--- config.mk ---
export PLATFORM = sky130hd
export DESIGN_NAME = go_back_n_link_endpoint
export DESIGN_NICKNAME = d
export VERILOG_FILES = /design/src/rtl/gbn_pkg.sv /design/src/rtl/gbn_dpath.sv /design/src/rtl/gbn_ctrl.sv /design/src/rtl/go_back_n_link_endpoint.sv
export VERILOG_INCLUDE_DIRS = /design/src /design/src/rtl
export SDC_FILE = /design/constraint.sdc
export NUM_CORES = 1
export LEC_CHECK = 0
export BUFFER_PORTS_ARGS = -buffer_cell sky130_fd_sc_hd__buf_2
export CAP_MARGIN = 20
export CORE_MARGIN = 2
export CORE_UTILIZATION = 60
export CTS_CLUSTER_DIAMETER = 100
export DETAILED_ROUTE_END_ITERATION = 8
export GPL_ROUTABILITY_DRIVEN = 1
export GPL_TIMING_DRIVEN = 0
export PLACE_DENSITY_LB_ADDON = 0.15
export SLEW_MARGIN = 10
export SYNTH_ARGS = -nofsm -noshare
export SYNTH_HDL_FRONTEND = slang
export SYNTH_SLANG_ARGS = --single-unit
--- constraint.sdc ---
create_clock -name clk -period 8.05 [get_ports clk]
set_input_delay 0.4025 -clock clk [delete_from_list [all_inputs] [get_ports clk]]
set_output_delay 0.4025 -clock clk [all_outputs]
set_load 0.01 [all_outputs]
--- src/rtl/assert_macros.svh ---
// ----------------------------------------------------------------------------
// assert_macros.svh
// shared assertion macros, sampled on clk and disabled while rst_n is low
// ----------------------------------------------------------------------------
`ifndef ASSERT_MACROS_SVH
`define ASSERT_MACROS_SVH

// same-cycle implication
`define AST_IMP(lbl, ante, cons) \
  lbl: assert property (@(posedge clk) disable iff (!rst_n) (ante) |-> (cons)) \
    else $error("assertion failed");

// next-cycle implication
`define AST_NXT(lbl, ante, cons) \
  lbl: assert property (@(posedge clk) disable iff (!rst_n) (ante) |=> (cons)) \
    else $error("assertion failed");

`endif

--- src/rtl/gbn_pkg.sv ---
// ----------------------------------------------------------------------------
// gbn_pkg
// types and codes shared by the go-back-n controller and datapath
// ----------------------------------------------------------------------------
package gbn_pkg;

  typedef enum logic [1:0] {
    KIND_SEND    = 2'd0,
    KIND_FRAME   = 2'd1,
    KIND_CKSUM   = 2'd2,
    KIND_TIMEOUT = 2'd3
  } kind_t;

  typedef enum logic [1:0] {
    ACT_SEND    = 2'd0,
    ACT_DELIVER = 2'd1,
    ACT_STOP    = 2'd2,
    ACT_STATUS  = 2'd3
  } action_t;

  typedef enum logic [2:0] {
    OP_NONE,
    OP_STATUS,
    OP_SEND_NEW,
    OP_DELIVER,
    OP_STOP,
    OP_RESEND_START,
    OP_RESEND
  } op_t;

  typedef enum logic [2:0] {
    ST_IDLE,
    ST_DISPATCH,
    ST_ACK,
    ST_RESEND
  } state_t;

  typedef struct packed {
    logic capture;
    op_t  op;
    logic last;
    logic net_en;
    logic dropped;
  } dp_cmd_t;

  typedef struct packed {
    kind_t kind;
    logic  full;
    logic  ne_now;
    logic  ne_after_send;
    logic  seq_match;
    logic  ack_any;
    logic  ack_more;
    logic  count_zero;
    logic  resend_last;
  } dp_status_t;

endpackage

--- src/rtl/gbn_dpath.sv ---
// ----------------------------------------------------------------------------
// gbn_dpath
// window registers, packet store, input capture and result registers
// ----------------------------------------------------------------------------
module gbn_dpath #(
  parameter int SEQ_MAX      = 7,
  parameter int PAYLOAD_BITS = 32,
  parameter int SEQ_W        = $clog2(SEQ_MAX + 1)
) (
  input  logic                     clk,
  input  logic                     rst_n,
  input  gbn_pkg::dp_cmd_t         cmd,
  output gbn_pkg::dp_status_t      status,
  input  logic [1:0]               in_kind,
  input  logic [PAYLOAD_BITS-1:0]  in_tx_payload,
  input  logic [SEQ_W-1:0]         in_rx_seq,
  input  logic [SEQ_W-1:0]         in_rx_ack,
  input  logic [PAYLOAD_BITS-1:0]  in_rx_payload,
  output logic                     out_valid,
  output logic [1:0]               out_action,
  output logic [SEQ_W-1:0]         out_frame_seq,
  output logic [SEQ_W-1:0]         out_frame_ack,
  output logic [PAYLOAD_BITS-1:0]  out_payload,
  output logic                     out_network_enable,
  output logic                     out_dropped_full,
  output logic                     out_last
);
  import gbn_pkg::*;

  localparam int DEPTH = SEQ_MAX + 1;
  localparam logic [SEQ_W-1:0] SMAX = SEQ_W'(SEQ_MAX);

  function automatic logic [SEQ_W-1:0] seq_inc(input logic [SEQ_W-1:0] s);
    seq_inc = (s == SMAX) ? '0 : s + 1'b1;
  endfunction

  // a <= b < c, circular
  function automatic logic in_win(input logic [SEQ_W-1:0] a, input logic [SEQ_W-1:0] b,
                                  input logic [SEQ_W-1:0] c);
    in_win = ((a <= b) && (b < c)) || ((c < a) && (a <= b)) || ((b < c) && (c < a));
  endfunction

  logic [SEQ_W-1:0]        next_r, oldest_r, expected_r, count_r, remain_r;
  kind_t                   kind_r;
  logic [PAYLOAD_BITS-1:0] tx_r, rx_pay_r, rd_data_r;
  logic [SEQ_W-1:0]        rx_seq_r, rx_ack_r;
  logic [PAYLOAD_BITS-1:0] store_mem [DEPTH];
  logic [SEQ_W-1:0]        rd_addr;
  logic                    ack_ok, emit;
  logic [SEQ_W-1:0]        piggy_ack;

  logic                    out_valid_r, out_ne_r, out_drop_r, out_last_r;
  action_t                 out_action_r, res_action;
  logic [SEQ_W-1:0]        out_seq_r, out_ack_r, res_seq, res_ack;
  logic [PAYLOAD_BITS-1:0] out_pay_r, res_pay;

  assign ack_ok    = (rx_ack_r <= SMAX);
  assign piggy_ack = (expected_r == '0) ? SMAX : expected_r - 1'b1;
  assign rd_addr   = (cmd.op == OP_RESEND_START) ? oldest_r : seq_inc(next_r);

  always_comb begin
    status.kind          = kind_r;
    status.full          = (count_r >= SMAX);
    status.ne_now        = (count_r < SMAX);
    status.ne_after_send = (count_r < SEQ_W'(SEQ_MAX - 1));
    status.seq_match     = (rx_seq_r == expected_r);
    status.ack_any       = ack_ok && (count_r != '0) && in_win(oldest_r, rx_ack_r, next_r);
    status.ack_more      = ack_ok && (count_r > SEQ_W'(1)) &&
                           in_win(seq_inc(oldest_r), rx_ack_r, next_r);
    status.count_zero    = (count_r == '0);
    status.resend_last   = (remain_r == SEQ_W'(1));
  end

  // result fields per operation
  always_comb begin
    emit       = 1'b1;
    res_action = ACT_STATUS;
    res_seq    = '0;
    res_ack    = '0;
    res_pay    = '0;
    case (cmd.op)
      OP_STATUS: begin
      end
      OP_SEND_NEW: begin
        res_action = ACT_SEND;
        res_seq    = next_r;
        res_ack    = piggy_ack;
        res_pay    = tx_r;
      end
      OP_RESEND: begin
        res_action = ACT_SEND;
        res_seq    = next_r;
        res_ack    = piggy_ack;
        res_pay    = rd_data_r;
      end
      OP_DELIVER: begin
        res_action = ACT_DELIVER;
        res_pay    = rx_pay_r;
      end
      OP_STOP: begin
        res_action = ACT_STOP;
        res_seq    = oldest_r;
      end
      default: begin
        emit = 1'b0;
      end
    endcase
  end

  always_ff @(posedge clk) begin
    if (!rst_n) begin
      next_r      <= '0;
      oldest_r    <= '0;
      expected_r  <= '0;
      count_r     <= '0;
      remain_r    <= '0;
      out_valid_r <= 1'b0;
    end else begin
      out_valid_r <= emit;
      case (cmd.op)
        OP_SEND_NEW: begin
          next_r  <= seq_inc(next_r);
          count_r <= count_r + 1'b1;
        end
        OP_DELIVER: begin
          expected_r <= seq_inc(expected_r);
        end
        OP_STOP: begin
          oldest_r <= seq_inc(oldest_r);
          count_r  <= count_r - 1'b1;
        end
        OP_RESEND_START: begin
          next_r   <= oldest_r;
          remain_r <= count_r;
        end
        OP_RESEND: begin
          next_r   <= seq_inc(next_r);
          remain_r <= remain_r - 1'b1;
        end
        default: begin
        end
      endcase
    end
  end

  // input capture and result registers
  always_ff @(posedge clk) begin
    if (cmd.capture) begin
      kind_r   <= kind_t'(in_kind);
      tx_r     <= in_tx_payload;
      rx_seq_r <= in_rx_seq;
      rx_ack_r <= in_rx_ack;
      rx_pay_r <= in_rx_payload;
    end
    out_action_r <= res_action;
    out_seq_r    <= res_seq;
    out_ack_r    <= res_ack;
    out_pay_r    <= res_pay;
    out_ne_r     <= cmd.net_en;
    out_drop_r   <= cmd.dropped;
    out_last_r   <= cmd.last;
  end

  // packet store, one write and one registered read port
  always_ff @(posedge clk) begin
    if (cmd.op == OP_SEND_NEW) begin
      store_mem[next_r] <= tx_r;
    end
    rd_data_r <= store_mem[rd_addr];
  end

  assign out_valid          = out_valid_r;
  assign out_action         = out_action_r;
  assign out_frame_seq      = out_seq_r;
  assign out_frame_ack      = out_ack_r;
  assign out_payload        = out_pay_r;
  assign out_network_enable = out_ne_r;
  assign out_dropped_full   = out_drop_r;
  assign out_last           = out_last_r;

  `include "assert_macros.svh"

  `AST_IMP(a_count_bound, 1'b1, count_r <= SMAX)
  `AST_IMP(a_stop_frees, out_valid_r && out_action_r == ACT_STOP, count_r + 1'b1 == $past(count_r))
  `AST_IMP(a_send_outstanding, out_valid_r && out_action_r == ACT_SEND, count_r != '0)

endmodule

--- src/rtl/gbn_ctrl.sv ---
// ----------------------------------------------------------------------------
// gbn_ctrl
// event sequencer: dispatches each event and steps ack and resend runs
// ----------------------------------------------------------------------------
module gbn_ctrl (
  input  logic                 clk,
  input  logic                 rst_n,
  input  logic                 start,
  output logic                 busy,
  input  gbn_pkg::dp_status_t  status,
  output gbn_pkg::dp_cmd_t     cmd
);
  import gbn_pkg::*;

  state_t state_r, state_nxt;

  always_ff @(posedge clk) begin
    if (!rst_n) begin
      state_r <= ST_IDLE;
    end else begin
      state_r <= state_nxt;
    end
  end

  always_comb begin
    state_nxt   = state_r;
    cmd.capture = 1'b0;
    cmd.op      = OP_NONE;
    cmd.last    = 1'b1;
    cmd.net_en  = status.ne_now;
    cmd.dropped = 1'b0;
    busy        = 1'b1;
    case (state_r)
      ST_IDLE: begin
        busy = 1'b0;
        if (start) begin
          cmd.capture = 1'b1;
          state_nxt   = ST_DISPATCH;
        end
      end
      ST_DISPATCH: begin
        state_nxt = ST_IDLE;
        case (status.kind)
          KIND_SEND: begin
            if (status.full) begin
              cmd.op      = OP_STATUS;
              cmd.dropped = 1'b1;
            end else begin
              cmd.op     = OP_SEND_NEW;
              cmd.net_en = status.ne_after_send;
            end
          end
          KIND_FRAME: begin
            // any freed frame leaves room in the window
            cmd.net_en = status.ne_now | status.ack_any;
            if (status.seq_match) begin
              cmd.op   = OP_DELIVER;
              cmd.last = !status.ack_any;
            end else if (!status.ack_any) begin
              cmd.op = OP_STATUS;
            end
            if (status.ack_any) begin
              state_nxt = ST_ACK;
            end
          end
          KIND_TIMEOUT: begin
            if (status.count_zero) begin
              cmd.op = OP_STATUS;
            end else begin
              cmd.op    = OP_RESEND_START;
              state_nxt = ST_RESEND;
            end
          end
          default: begin
            cmd.op = OP_STATUS;
          end
        endcase
      end
      ST_ACK: begin
        cmd.op     = OP_STOP;
        cmd.net_en = 1'b1;
        cmd.last   = !status.ack_more;
        if (!status.ack_more) begin
          state_nxt = ST_IDLE;
        end
      end
      ST_RESEND: begin
        cmd.op   = OP_RESEND;
        cmd.last = status.resend_last;
        if (status.resend_last) begin
          state_nxt = ST_IDLE;
        end
      end
      default: begin
        state_nxt = ST_IDLE;
      end
    endcase
  end

  `include "assert_macros.svh"

  `AST_NXT(a_accept_dispatch, start && !busy, state_r == ST_DISPATCH)
  `AST_IMP(a_dispatch_src, state_r == ST_DISPATCH, $past(state_r) == ST_IDLE)
  `AST_IMP(a_ack_src, state_r == ST_ACK, $past(state_r) == ST_DISPATCH || $past(state_r) == ST_ACK)

endmodule

--- src/rtl/go_back_n_link_endpoint.sv ---
// ----------------------------------------------------------------------------
// go_back_n_link_endpoint
// go-back-n sliding-window link endpoint with sequence numbers modulo SEQ_MAX+1
// ----------------------------------------------------------------------------
// an event is taken when start is high and busy is low; busy then stays high
// through the dispatch state and through any stop-timer or resend run that
// follows. the result register takes one beat per cycle, and the packet
// store's registered read is preloaded by a timeout in its dispatch state.
// every beat is registered and shows the cycle after it is decided: a send,
// deliver or status beat shows the cycle after dispatch, then stop-timer or
// resend beats follow one per cycle. an arrival that acks without
// delivering, and a timeout with frames outstanding, make nothing in
// dispatch, so their first beat is decided in the ack or resend state. the
// last beat of an event shows in the same cycle that busy falls. each beat
// is marked by a one-cycle out_valid pulse; the receiver cannot stall, so
// every pulse must be taken when it appears. out_last flags the final beat
// of an event and every beat carries the network-enable level that holds
// once the event is done. a packet offered with a full window gives a
// single status beat with out_dropped_full set. the packet store has no
// reset: a resend only reads entries written by earlier sends.
// ----------------------------------------------------------------------------
module go_back_n_link_endpoint #(
  parameter int SEQ_MAX      = 7,
  parameter int PAYLOAD_BITS = 32,
  parameter int SEQ_W        = $clog2(SEQ_MAX + 1)
) (
  input  logic                     clk,
  input  logic                     rst_n,
  // event input
  input  logic                     start,
  output logic                     busy,
  input  logic [1:0]               in_kind,
  input  logic [PAYLOAD_BITS-1:0]  in_tx_payload,
  input  logic [SEQ_W-1:0]         in_rx_seq,
  input  logic [SEQ_W-1:0]         in_rx_ack,
  input  logic [PAYLOAD_BITS-1:0]  in_rx_payload,
  // result beats
  output logic                     out_valid,
  output logic [1:0]               out_action,
  output logic [SEQ_W-1:0]         out_frame_seq,
  output logic [SEQ_W-1:0]         out_frame_ack,
  output logic [PAYLOAD_BITS-1:0]  out_payload,
  output logic                     out_network_enable,
  output logic                     out_dropped_full,
  output logic                     out_last
);
  import gbn_pkg::*;

  // controller to datapath commands and status back
  dp_cmd_t    cmd;
  dp_status_t status;

  // sequencer: dispatch, ack run and resend run
  gbn_ctrl u_ctrl (
    .clk    (clk),
    .rst_n  (rst_n),
    .start  (start),
    .busy   (busy),
    .status (status),
    .cmd    (cmd)
  );

  // window state, packet store and result registers
  gbn_dpath #(
    .SEQ_MAX      (SEQ_MAX),
    .PAYLOAD_BITS (PAYLOAD_BITS),
    .SEQ_W        (SEQ_W)
  ) u_dpath (
    .clk                (clk),
    .rst_n              (rst_n),
    .cmd                (cmd),
    .status             (status),
    .in_kind            (in_kind),
    .in_tx_payload      (in_tx_payload),
    .in_rx_seq          (in_rx_seq),
    .in_rx_ack          (in_rx_ack),
    .in_rx_payload      (in_rx_payload),
    .out_valid          (out_valid),
    .out_action         (out_action),
    .out_frame_seq      (out_frame_seq),
    .out_frame_ack      (out_frame_ack),
    .out_payload        (out_payload),
    .out_network_enable (out_network_enable),
    .out_dropped_full   (out_dropped_full),
    .out_last           (out_last)
  );

endmodule
# [Word-level counts from Yosys, hierarchy flattened]
# Memory sizes are Yosys's and may differ from the RTL's. A register that Yosys moved wholly into a read port is not among the register bits.
# Index checks and enable logic that the tools add are counted.
[totals] ff_bits=134 mem_bits_rw=256 word_cells=121 inputBits=75 memories=1 output_inout_bits=45
[mem_list] memory="u_dpath.store_mem" words=8 word_bits=32 read_ports=1 rd_ports_with_merged_regs=1 write_ports=1 line_no="gbn_dpath.sv:47" source="logic [PAYLOAD_BITS-1:0] store_mem [DEPTH];"
[classes] bitwise_logic=1 addsub=7 magnitude_cmp=10 reduce_logical=28 n_eq_ne=19 mux=36
[ops] cell="one-hot mux 32 bit (3 select lines)" count=1
[ops] cell="2-to-1 mux 3 bit" count=10
[ops] cell="one-hot mux 3 bit (2 select lines)" count=5
[ops] cell="== test 3 bit (second input constant)" count=6
[ops] cell="adder 3 x 1 -> 3 bit (second input constant)" count=4
[ops] cell="== test 3 x 2 -> 1 bit (second input constant)" count=4
[ops] cell="one-hot mux 3 bit (4 select lines)" count=1
[ops] cell="one-hot mux 4 bit (3 select lines)" count=1
[ops] cell="2-to-1 mux 1 bit" count=11
[ops] cell="logical AND 1 bit" count=10
[ops] cell="== test 3 x 1 -> 1 bit (second input constant)" count=3
[ops] cell="zero test 3 bit" count=3
[ops] cell="< comparator 3 bit" count=3
[ops] cell="one-hot mux 3 bit (3 select lines)" count=1
[ops] cell="subtractor 3 x 1 -> 3 bit (second input constant)" count=3
[ops] cell="<= comparator 3 bit" count=2
[ops] cell="< comparator 3 bit (second input constant)" count=2
[ops] cell="2-to-1 mux 2 bit" count=3
[ops] cell="one-hot mux 2 bit (3 select lines)" count=1
[ops] cell="nonzero test 2 bit" count=3
[ops] cell="OR reduction 5 bit" count=1
[ops] cell="logical OR 1 bit" count=4
[ops] cell="inequality test 2 bit (second input constant)" count=2
[ops] cell="one-hot mux 1 bit (2 select lines)" count=2
[ops] cell="14 further kinds" count=15

# [Logic depth before layout (Yosys ltp)]
# Gate-level depths: netlist of the first run.
[logic_depth] word_depth=12 depth_mapped=13

# [Modules after synthesis]
# From an unflattened synthesis of the first run, not the netlist that was laid out.
[unflattened] hier_cells=1047 hier_area_um2=16686.0
[modules_own_cells] module="gbn_dpath" seq_area_each_um2=11671.2 cells_per_inst=1001 area_per_inst_um2=16366.9 instances=1
[modules_own_cells] module="gbn_ctrl" seq_area_each_um2=40.0 cells_per_inst=46 area_per_inst_um2=319.1 instances=1

# [Worst setup path after synthesis of the first run]
# OpenSTA, ideal clock, no wires.
[synth_timing] path_kind="register to register" startpoint="register u_dpath.next_r[2]" endpoint="memory u_dpath.store_mem[0][0] (enable)" t_arrival_ns=5.141 stages_incl_launch_ff=11 path_slack_ns=2.408 t_required_ns=7.549 n_path_buf=1 setup_ns=0.501 cell_sequence="dfxtp_1 inv_1 ha_1 a21oi_1 o21ai_0 maj3_1 o21a_1 buf_6 nor2_1 nand2_1 nor4_1"
[synth_between] elab_chain_cells=12
[synth_lines] item="start: declaration" line_no="gbn_dpath.sv:43" source="logic [SEQ_W-1:0] next_r, oldest_r, expected_r, count_r, remain_r;"
[synth_lines] item="start signal: assignment" line_no="gbn_dpath.sv:122" source="next_r <= seq_inc(next_r);"
[synth_lines] item="start signal: assignment" line_no="gbn_dpath.sv:133" source="next_r <= oldest_r;"
[synth_lines] item="start signal: assignment" line_no="gbn_dpath.sv:137" source="next_r <= seq_inc(next_r);"
[synth_lines] item="< comparator 3 bit" line_no="gbn_dpath.sv:40" source="in_win = ((a <= b) && (b < c)) || ((c < a) && (a <= b)) || ((b < c) && (c < a));"
[synth_lines] item="logical AND 1 bit" line_no="gbn_dpath.sv:40"
[synth_lines] item="logical OR 1 bit (2 in a row)" line_no="gbn_dpath.sv:40"
[synth_lines] item="logical AND 1 bit" line_no="gbn_dpath.sv:67" source="status.ack_any = ack_ok && (count_r != '0) && in_win(oldest_r, rx_ack_r, next_r);"
[synth_lines] item="2-to-1 mux 1 bit" line_no="gbn_ctrl.sv:59" source="end else if (!status.ack_any) begin"
[synth_lines] item="2-to-1 mux 3 bit" line_no="gbn_ctrl.sv:56" source="if (status.seq_match) begin"
[synth_lines] item="one-hot mux 3 bit (3 select lines)" line_no="gbn_ctrl.sv:43" source="case (status.kind)"
[synth_lines] item="one-hot mux 4 bit (3 select lines)" line_no="gbn_ctrl.sv:33" source="case (state_r)"
[synth_lines] item="== test 3 x 2 -> 1 bit" line_no="gbn_dpath.sv:166" source="if (cmd.op == OP_SEND_NEW) begin"
[synth_lines] item="2-to-1 mux 1 bit" line_no="gbn_dpath.sv:166"
[synth_lines] item="2-to-1 mux 1 bit (implied by the code)" line_no="gbn_dpath.sv:167" source="store_mem[next_r] <= tx_r;"
[synth_lines] item="end: declaration" line_no="gbn_dpath.sv:47"
# Several ways; a longest one is shown, not always the timed one.

# [Worst setup path after layout of the first run]
[layout_timing] startpoint="register u_ctrl.state_r[0]" endpoint="memory u_dpath.store_mem[2][14] (enable)"
[layout_between] elab_chain_cells=5
[layout_lines] item="start: declaration" line_no="gbn_ctrl.sv:15" source="state_t state_r, state_nxt;"
[layout_lines] item="start signal: assignment" line_no="gbn_ctrl.sv:21" source="state_r <= state_nxt;"
[layout_lines] item="== test 3 x 2 -> 1 bit or == test 3 x 1 -> 1 bit (tied branches)" line_no="gbn_ctrl.sv:33"
[layout_lines] item="one-hot mux 4 bit (3 select lines) *" line_no="gbn_ctrl.sv:33"
[layout_lines] item="== test 3 x 2 -> 1 bit *" line_no="gbn_dpath.sv:166"
[layout_lines] item="2-to-1 mux 1 bit *" line_no="gbn_dpath.sv:166"
[layout_lines] item="2-to-1 mux 1 bit (implied by the code) *" line_no="gbn_dpath.sv:167"
# Every way passes the cells marked *; elsewhere a longest branch is shown, timed or not.

==> metrics, run 1 <==
fraction of the cycle the final worst path needs 57.79%; Max Clock Skew 0.02365 ns; Rows 61; total of max-cap violations 0; share of final-layout standard cells stronger than drive strength 1 22.37%; number of endpoints with negative hold slack in the final report 0; first-pass iteration count of the detailed router 5; sequential element share of the synthesized area 70.12%; residual DRC count 0; Ys Warns 0; top fanout value on the critical path 10; post-synthesis cell area 16,700 sq um; Slew @ Worst Pin 0.9591 ns; final setup fails 0; vias after detailed routing 9,390; die outline area 29,190 sq um; average size of a mapped cell 15.49 sq um; maximum clock frequency 214.9 MHz; total power 5480 uW; ant diodes 0; floorplan core area 27,630 sq um; proportion of synthesized flip-flops having asynchronous set or reset 0%; normalized max-slew margin 35.53%; EDFF count, synth 328; power density over the cells 282.0 nW/um^2; routability-driven placement congestion ratio 0.7934; cell with the most instances after synthesis sky130_fd_sc_hd__edfxtp_1; synthesis-to-layout area growth 16.33%; number of global-route vias before repair 9,358; largest net degree at the start of global routing 53; class of the worst hold path in2reg; initial antenna violation count 0; data required time at the worst endpoint 8.27 ns; synthesized netlist net count 1,184; flip-flop and latch count after synthesis 421; number of I/O pins 120; mux contribution to synthesized area 13.93%; Filler Cells Inserted 1,916; total CTS buffers 41; global route total overflow 0; post-detailed-placement half-perimeter wirelength 23,360 um; xor and xnor area share after synthesis 0.3072%; Critical Path Sink Type flop; Worst Hold Slack 0.03332 ns; buffer levels on the longest clock path 3; pins over their slew limit 0; top post-synthesis cells by count sky130_fd_sc_hd__edfxtp_1, sky130_fd_sc_hd__mux2i_1, sky130_fd_sc_hd__dfxtp_1; number of buffers inserted by post-CTS setup repair 0; biggest area consumer among synthesized cells sky130_fd_sc_hd__edfxtp_1; Min Clock Period, post-route 4.652 ns; number of violations reported at the end of detailed-routing iteration 0 724; register-to-register path setup slack 3.40 ns; top-area cell type share of the netlist area 58.98%; most instantiated flip-flop cell in the synthesis netlist sky130_fd_sc_hd__edfxtp_1; gr usage total 24.90%; wirelength, routed 36,000 um; wire length of the first global-routing pass 53,610 um; Resized Gates After CTS 0; Simple-Gate Fraction of Synth Area 5.289%; cell types with the largest area share after synthesis sky130_fd_sc_hd__edfxtp_1, sky130_fd_sc_hd__mux2i_1, sky130_fd_sc_hd__dfxtp_1, sky130_fd_sc_hd__ha_1, sky130_fd_sc_hd__a21oi_1; width of the die 170.8 um; starting utilization of the core area 60.45%; CP Data Arrival Time 4.87 ns; vias per std cell 5.593; Yosys cell types 66; leakage power 0.007303 uW; pre-CTS setup slack 3.429 ns; Crit Path Class reg2reg; post-synthesis cell count 1,078; combinational family with the most area after synthesis multiplexers; number of H-tree branching levels 2; antenna viol nets, final 0; Post-Route Setup TNS 0 ns; IR Drop Worst-Case VDD 0.0002014 V; Synth Area in Compound Gates 4.615%; clock latency at the later pin of the worst-skew pair 0.54 ns; clock tree sinks 421; average routed wire per standard cell 21.44 um; Clock Tree Root sky130_fd_sc_hd__clkbuf_16; Reg clk slew, reported paths 0.06 ns; adder and majority cell fraction of the synthesized area 2.442%; RSZ-0062 raised after global routing false; cts hold-fix bufs 0; number of nets at the end of the flow 1,374; status finished clean; post-route setup slack 3.398 ns; CTS tree built; critical path launch point type flop; number of buffer cells added on primary ports 119; die outline height 170.8 um
-- layout by cell type, fill, tap and decap left out, types with 6 or more instances in the layout --
cell | netlist | routed
sky130_fd_sc_hd__nand2b_1 | 8 | 8
sky130_fd_sc_hd__o21ai_0 | 8 | 8
sky130_fd_sc_hd__a21oi_1 | 73 | 73
sky130_fd_sc_hd__ha_1 | 31 | 31
sky130_fd_sc_hd__nor3_1 | 11 | 7
sky130_fd_sc_hd__nor2b_1 | 11 | 11
sky130_fd_sc_hd__nand2_1 | 88 | 88
sky130_fd_sc_hd__inv_1 | 23 | 23
sky130_fd_sc_hd__buf_2 | 4 | 123
sky130_fd_sc_hd__and2_1 | 7 | 6
sky130_fd_sc_hd__mux2_2 | 32 | 32
sky130_fd_sc_hd__mux2i_1 | 195 | 195
sky130_fd_sc_hd__buf_6 | 3 | 14
sky130_fd_sc_hd__clkinv_2 | 0 | 6
sky130_fd_sc_hd__nor2_1 | 55 | 52
sky130_fd_sc_hd__clkbuf_1 | 23 | 39
sky130_fd_sc_hd__buf_4 | 6 | 18
sky130_fd_sc_hd__buf_12 | 13 | 15
sky130_fd_sc_hd__dfxtp_1 | 93 | 93
sky130_fd_sc_hd__edfxtp_1 | 328 | 328
sky130_fd_sc_hd__clkbuf_16 | 0 | 41
-- logic make-up after synthesis --
| kind of cell | count (synthesis) |
|---|---|
| AOI/OAI and AO/OA | 117 |
| adders and majority gates | 33 |
| DFF | 421 |
| muxes | 228 |
| buffers and inverters | 75 |
| xor gates and xnor gates | 5 |
| and+or+nand+nor | 199 |
-- stage by stage --
| stage | util [%] | std cells | cell area [sq um] |
|---|---|---|---|
| after floorplan | - | 1078 | 16700 |
| after global placement | 64.31 | 1575 | 17770 |
| after detailed placement | 65.72 | 1603 | 18160 |
| after CTS | 70.32 | 1679 | 19430 |
| after global routing | 70.32 | 1679 | 19430 |
| final | 70.32 | 1679 | 19430 |
-- critical path: stages, from the launching register on --
cell	delay, ns
sky130_fd_sc_hd__dfxtp_1	0.39
sky130_fd_sc_hd__inv_1	0.11
sky130_fd_sc_hd__ha_1	0.25
sky130_fd_sc_hd__or2_2	0.32
sky130_fd_sc_hd__a41oi_4	0.35
sky130_fd_sc_hd__clkbuf_1	0.64
sky130_fd_sc_hd__clkbuf_1	0.63
sky130_fd_sc_hd__nand3_1	0.48
sky130_fd_sc_hd__nor3_2	0.82
sky130_fd_sc_hd__buf_4	0.34
-- area by class of cell --
cell class / count / area [sq um] / share of cell area, %
Clock inverter: 14 / 116.4 / 0.5989
Timing Repair Buffer: 147 / 932.1 / 4.798
Tap cell: 378 / 473.0 / 2.434
Clock buffer: 62 / 1155 / 5.944
Multi-Input combinational cell: 582 / 4491 / 23.11
Inverter: 23 / 86.33 / 0.4444
Buffer: 52 / 464.2 / 2.389
Sequential cell: 421 / 11710 / 60.28
-- registers in the layout (all words and copies together), names as in the netlist --
signal and count:
u_dpath.oldest_r 3, u_dpath.out_network_enable 1, u_dpath.expected_r 3, u_dpath.out_last 1, u_dpath.rd_data_r 32, u_dpath.rx_pay_r 32
u_dpath.tx_r 32, u_dpath.out_payload 32, u_dpath.kind_r 2, u_dpath.next_r 3, u_dpath.count_r 3, u_ctrl.state_r 2
u_dpath.out_valid 1, u_dpath.out_dropped_full 1, u_dpath.out_frame_ack 3, u_dpath.rx_ack_r 3, u_dpath.remain_r 3, u_dpath.store_mem 256
u_dpath.out_action 2, u_dpath.rx_seq_r 3, u_dpath.out_frame_seq 3
-- metal layers --
layer  track usage, %  vias to the layer above  routed length, um
li1                 -                     4386                  -
met1            34.19                     4622              15640
met2            41.89                      318              17480
met3            3.493                       64               1973
met4            7.222                        0                903
met5                0                        -                  0
-- final timing paths --
path	endpoint	depth (start not counted)	start
worst max-delay path	u_dpath.store_mem[2][14]$_DFFE_PP_	9	u_ctrl.state_r[0]$_SDFFE_PN0P_
worst min-delay path	u_dpath.tx_r[24]$_DFFE_PP_	1	in_tx_payload[24]
worst max register to register	u_dpath.store_mem[2][14]$_DFFE_PP_	9	u_ctrl.state_r[0]$_SDFFE_PN0P_
worst min register to register	u_dpath.out_payload[5]$_DFF_P_	2	u_dpath.rx_pay_r[5]$_DFFE_PP_
-- report_power, final --
group	internal, uW	switching (uW)	leakage, uW
combinational	425	602	0.00293
clock	1030	779	0.000622
sequential	2540	104	0.00375
total	4000	1480	0.00730
(Power assumes the default switching activity.)
==> inputs of run 2 (changes only) <==
- clock period: 8.05 -> 4.8 ns (I/O delays scaled with it)
==> run 2 against run 1 <==
Net effect:
- clock power increased by 75%
- die area is the same
- cell area up 4.0%
- via count is 2.8% higher
==> metrics, run 2 (synthesized netlist as in run 1, its figures left out) <==
routed metal-1 wirelength 15,860 um (+1.4%); clock latency at the later pin of the worst-skew pair 0.54 ns (about the same); number of I/O pins 120 (unchanged); total of max-cap violations 0 (unchanged); library cell contributing the largest single delay on the critical path sky130_fd_sc_hd__nor3_4; residual DRC count 0 (unchanged); wirelength, routed 36,440 um (+1.2%); routed length on met3 2017 um (+2.2%); gr usage total 25.36% (+0.47 points); Filler Cells Inserted 1,775 (-7.4%); Most common cell on crit path sky130_fd_sc_hd__clkbuf_1; final setup fails 0 (unchanged); sequential cell area 11,710 sq um (unchanged); largest net degree at the start of global routing 51 (-3.8%); Reg clk slew, reported paths 0.06 ns (about the same); floorplan core area 27,630 sq um (unchanged); CP Data Arrival Time 4.62 ns (-0.25 ns); Placed Instances 1,596 (-0.44%); top fanout value on the critical path 12 (+2); initial antenna violation count 0 (unchanged); power density over the cells 464.0 nW/um^2 (+65%); Clock Tree Root sky130_fd_sc_hd__clkbuf_16; first-pass iteration count of the detailed router 5 (unchanged); Min Clock Period, post-route 4.387 ns (-0.2652 ns); DR top layer met4; Crit Path Class reg2reg; number of endpoints with negative hold slack in the final report 0 (unchanged); die outline area 29,190 sq um (unchanged); average routed wire per standard cell 20.86 um (-2.7%); vias per std cell 5.525 (-1.2%); leading cell type in the layout, fill and taps excluded sky130_fd_sc_hd__edfxtp_1; multi-input combinational cell area 4506 sq um (+0.33%); ant diodes 0 (unchanged); utilization after layout 73.12% (+2.8 points); number of H-tree branching levels 2 (unchanged); share of final-layout standard cells stronger than drive strength 1 21.33% (-1.0 points); IR Drop Worst-Case VDD 0.0003493 V (+73%); Slew @ Worst Pin 1.005 ns (+0.04605 ns); number of global-route vias before repair 9,695 (+3.6%); cells along the critical path inv_1, ha_1, or2_2, a41oi_4, clkbuf_1, clkbuf_1, nand3_1, nor3_4, buf_16; Rows 61 (unchanged); largest incremental delay on the critical path 0.81 ns (about the same); Max Clock Skew 0.01833 ns (-0.005324 ns); buffer levels on the longest clock path 3 (unchanged); number of cells in the finished layout apart from fillers 1,747 (+4.1%); wire length of the first global-routing pass 54,450 um (+1.6%); class of the worst hold path in2reg; Critical Path Sink Type flop; maximum clock frequency 227.9 MHz (+6.0%); normalized max-slew margin 32.99% (-2.5 points); most frequent cells in the layout sky130_fd_sc_hd__edfxtp_1, sky130_fd_sc_hd__mux2i_1, sky130_fd_sc_hd__buf_2; register with the most flip-flops u_dpath.store_mem; detailed-routed wire length on met2 17,560 um (+0.43%); number of violations reported at the end of detailed-routing iteration 0 822 (+14%); die outline height 170.8 um (unchanged); leakage power 0.007611 uW (+4.2%); CTS tree built; RSZ-0062 raised after global routing false; width of the die 170.8 um (unchanged); Worst Hold Slack 0.02503 ns (-0.008286 ns); vias after detailed routing 9,653 (+2.8%); global route total overflow 0 (unchanged); status finished clean; starting utilization of the core area 60.45% (unchanged); kind of cell adding the most delay to the critical path simple AND/OR/NAND/NOR gates; post-detailed-placement half-perimeter wirelength 22,720 um (-2.7%); clock tree sinks 421 (unchanged); fraction of the cycle the final worst path needs 91.40% (+34 points); critical path launch point type flop; data required time at the worst endpoint 5.04 ns (-3.23 ns); pins over their slew limit 0 (unchanged); antenna viol nets, final 0 (unchanged); number of buffer cells added on primary ports 119 (unchanged); routability-driven placement congestion ratio 0.8122 (+2.4%); number of flip-flops in the largest register 256 (unchanged); Buf/Inv on CP 4 (unchanged); synthesis-to-layout area growth 20.96%; total CTS buffers 43 (+4.9%); number of nets at the end of the flow 1,441 (+4.9%)
-- run 2: cell count changes in the layout (fill, tap and decap cells not counted), sizes merged --
cell         before  now
buf             174  167
bufinv            1    0
clkbuf           87   90
clkinvlp          0    1
dlygate4sd3       0   72
-- run 2: metal layers --
metal  global-route usage [%]  up-vias
met5                        0        -
met4                    8.732        0
met3                    4.141       66
met2                    42.12      320
met1                    34.38     4736
li1                         -     4531
-- run 2: repair_timing --
item	CTS	global route
buffers inserted	0	0
resized for setup	0	0
hold buffers	72	0
endpoints found under the hold margin	72	0
-- run 2: through the flow --
step / power [uW] / TNS, ns / worst slack [ns] / area [sq um]
final: 9374 / 0 / 0.4130 / 20200
after CTS: 9404 / 0 / 0.3760 / 20200
after global routing: 9730 / 0 / 0.1938 / 20200
after detailed placement: 6227 / 0 / 0.3966 / 18130
after floorplan: 5658 / -4.667 / -0.04863 / 16710
after global placement: 6171 / -455.52 / -2.693 / 17780
-- run 2: worst reg2reg max path: cells and delay by family, from the launching register on --
family,cells,cell delay [ns]
flip-flops,1,0.36
AND/OR/NAND/NOR,3,1.62
adder cells (fa/ha/maj),1,0.25
AO/OA/AOI/OAI,1,0.36
buffers and inverters,4,1.50
-- run 2: power breakdown --
part | total (uW) | switching (uW) | internal, uW | leakage (uW)
clock network | 3160 | 1330 | 1830 | 0.000667
logic | 1780 | 1030 | 752 | 0.00320
registers | 4430 | 173 | 4260 | 0.00375
total | 9370 | 2530 | 6850 | 0.00761
-- run 2: final timing paths --
kind	from	end	slack, ns	cells after the start
setup / recovery	u_ctrl.state_r[0]$_SDFFE_PN0P_	u_dpath.store_mem[2][6]$_DFFE_PP_	0.41	9
hold / removal	rst_n	u_dpath.next_r[0]$_SDFFE_PN0P_	0.03	3
setup reg to reg	u_ctrl.state_r[0]$_SDFFE_PN0P_	u_dpath.store_mem[2][6]$_DFFE_PP_	0.41	9
hold reg to reg	u_dpath.rx_pay_r[15]$_DFFE_PP_	u_dpath.out_payload[15]$_DFF_P_	0.47	2
-- run 2: final cells by class --
type                       instances  share of cell area, %
tap                              378                  2.341
multi-input combinational        582                  22.30
inverter                          23                 0.4273
clock buffer                      65                  6.293
sequential                       421                  57.97
buffer                            52                  2.298
timing repair buffer             212                  7.983
clock inverter                    14                 0.3840
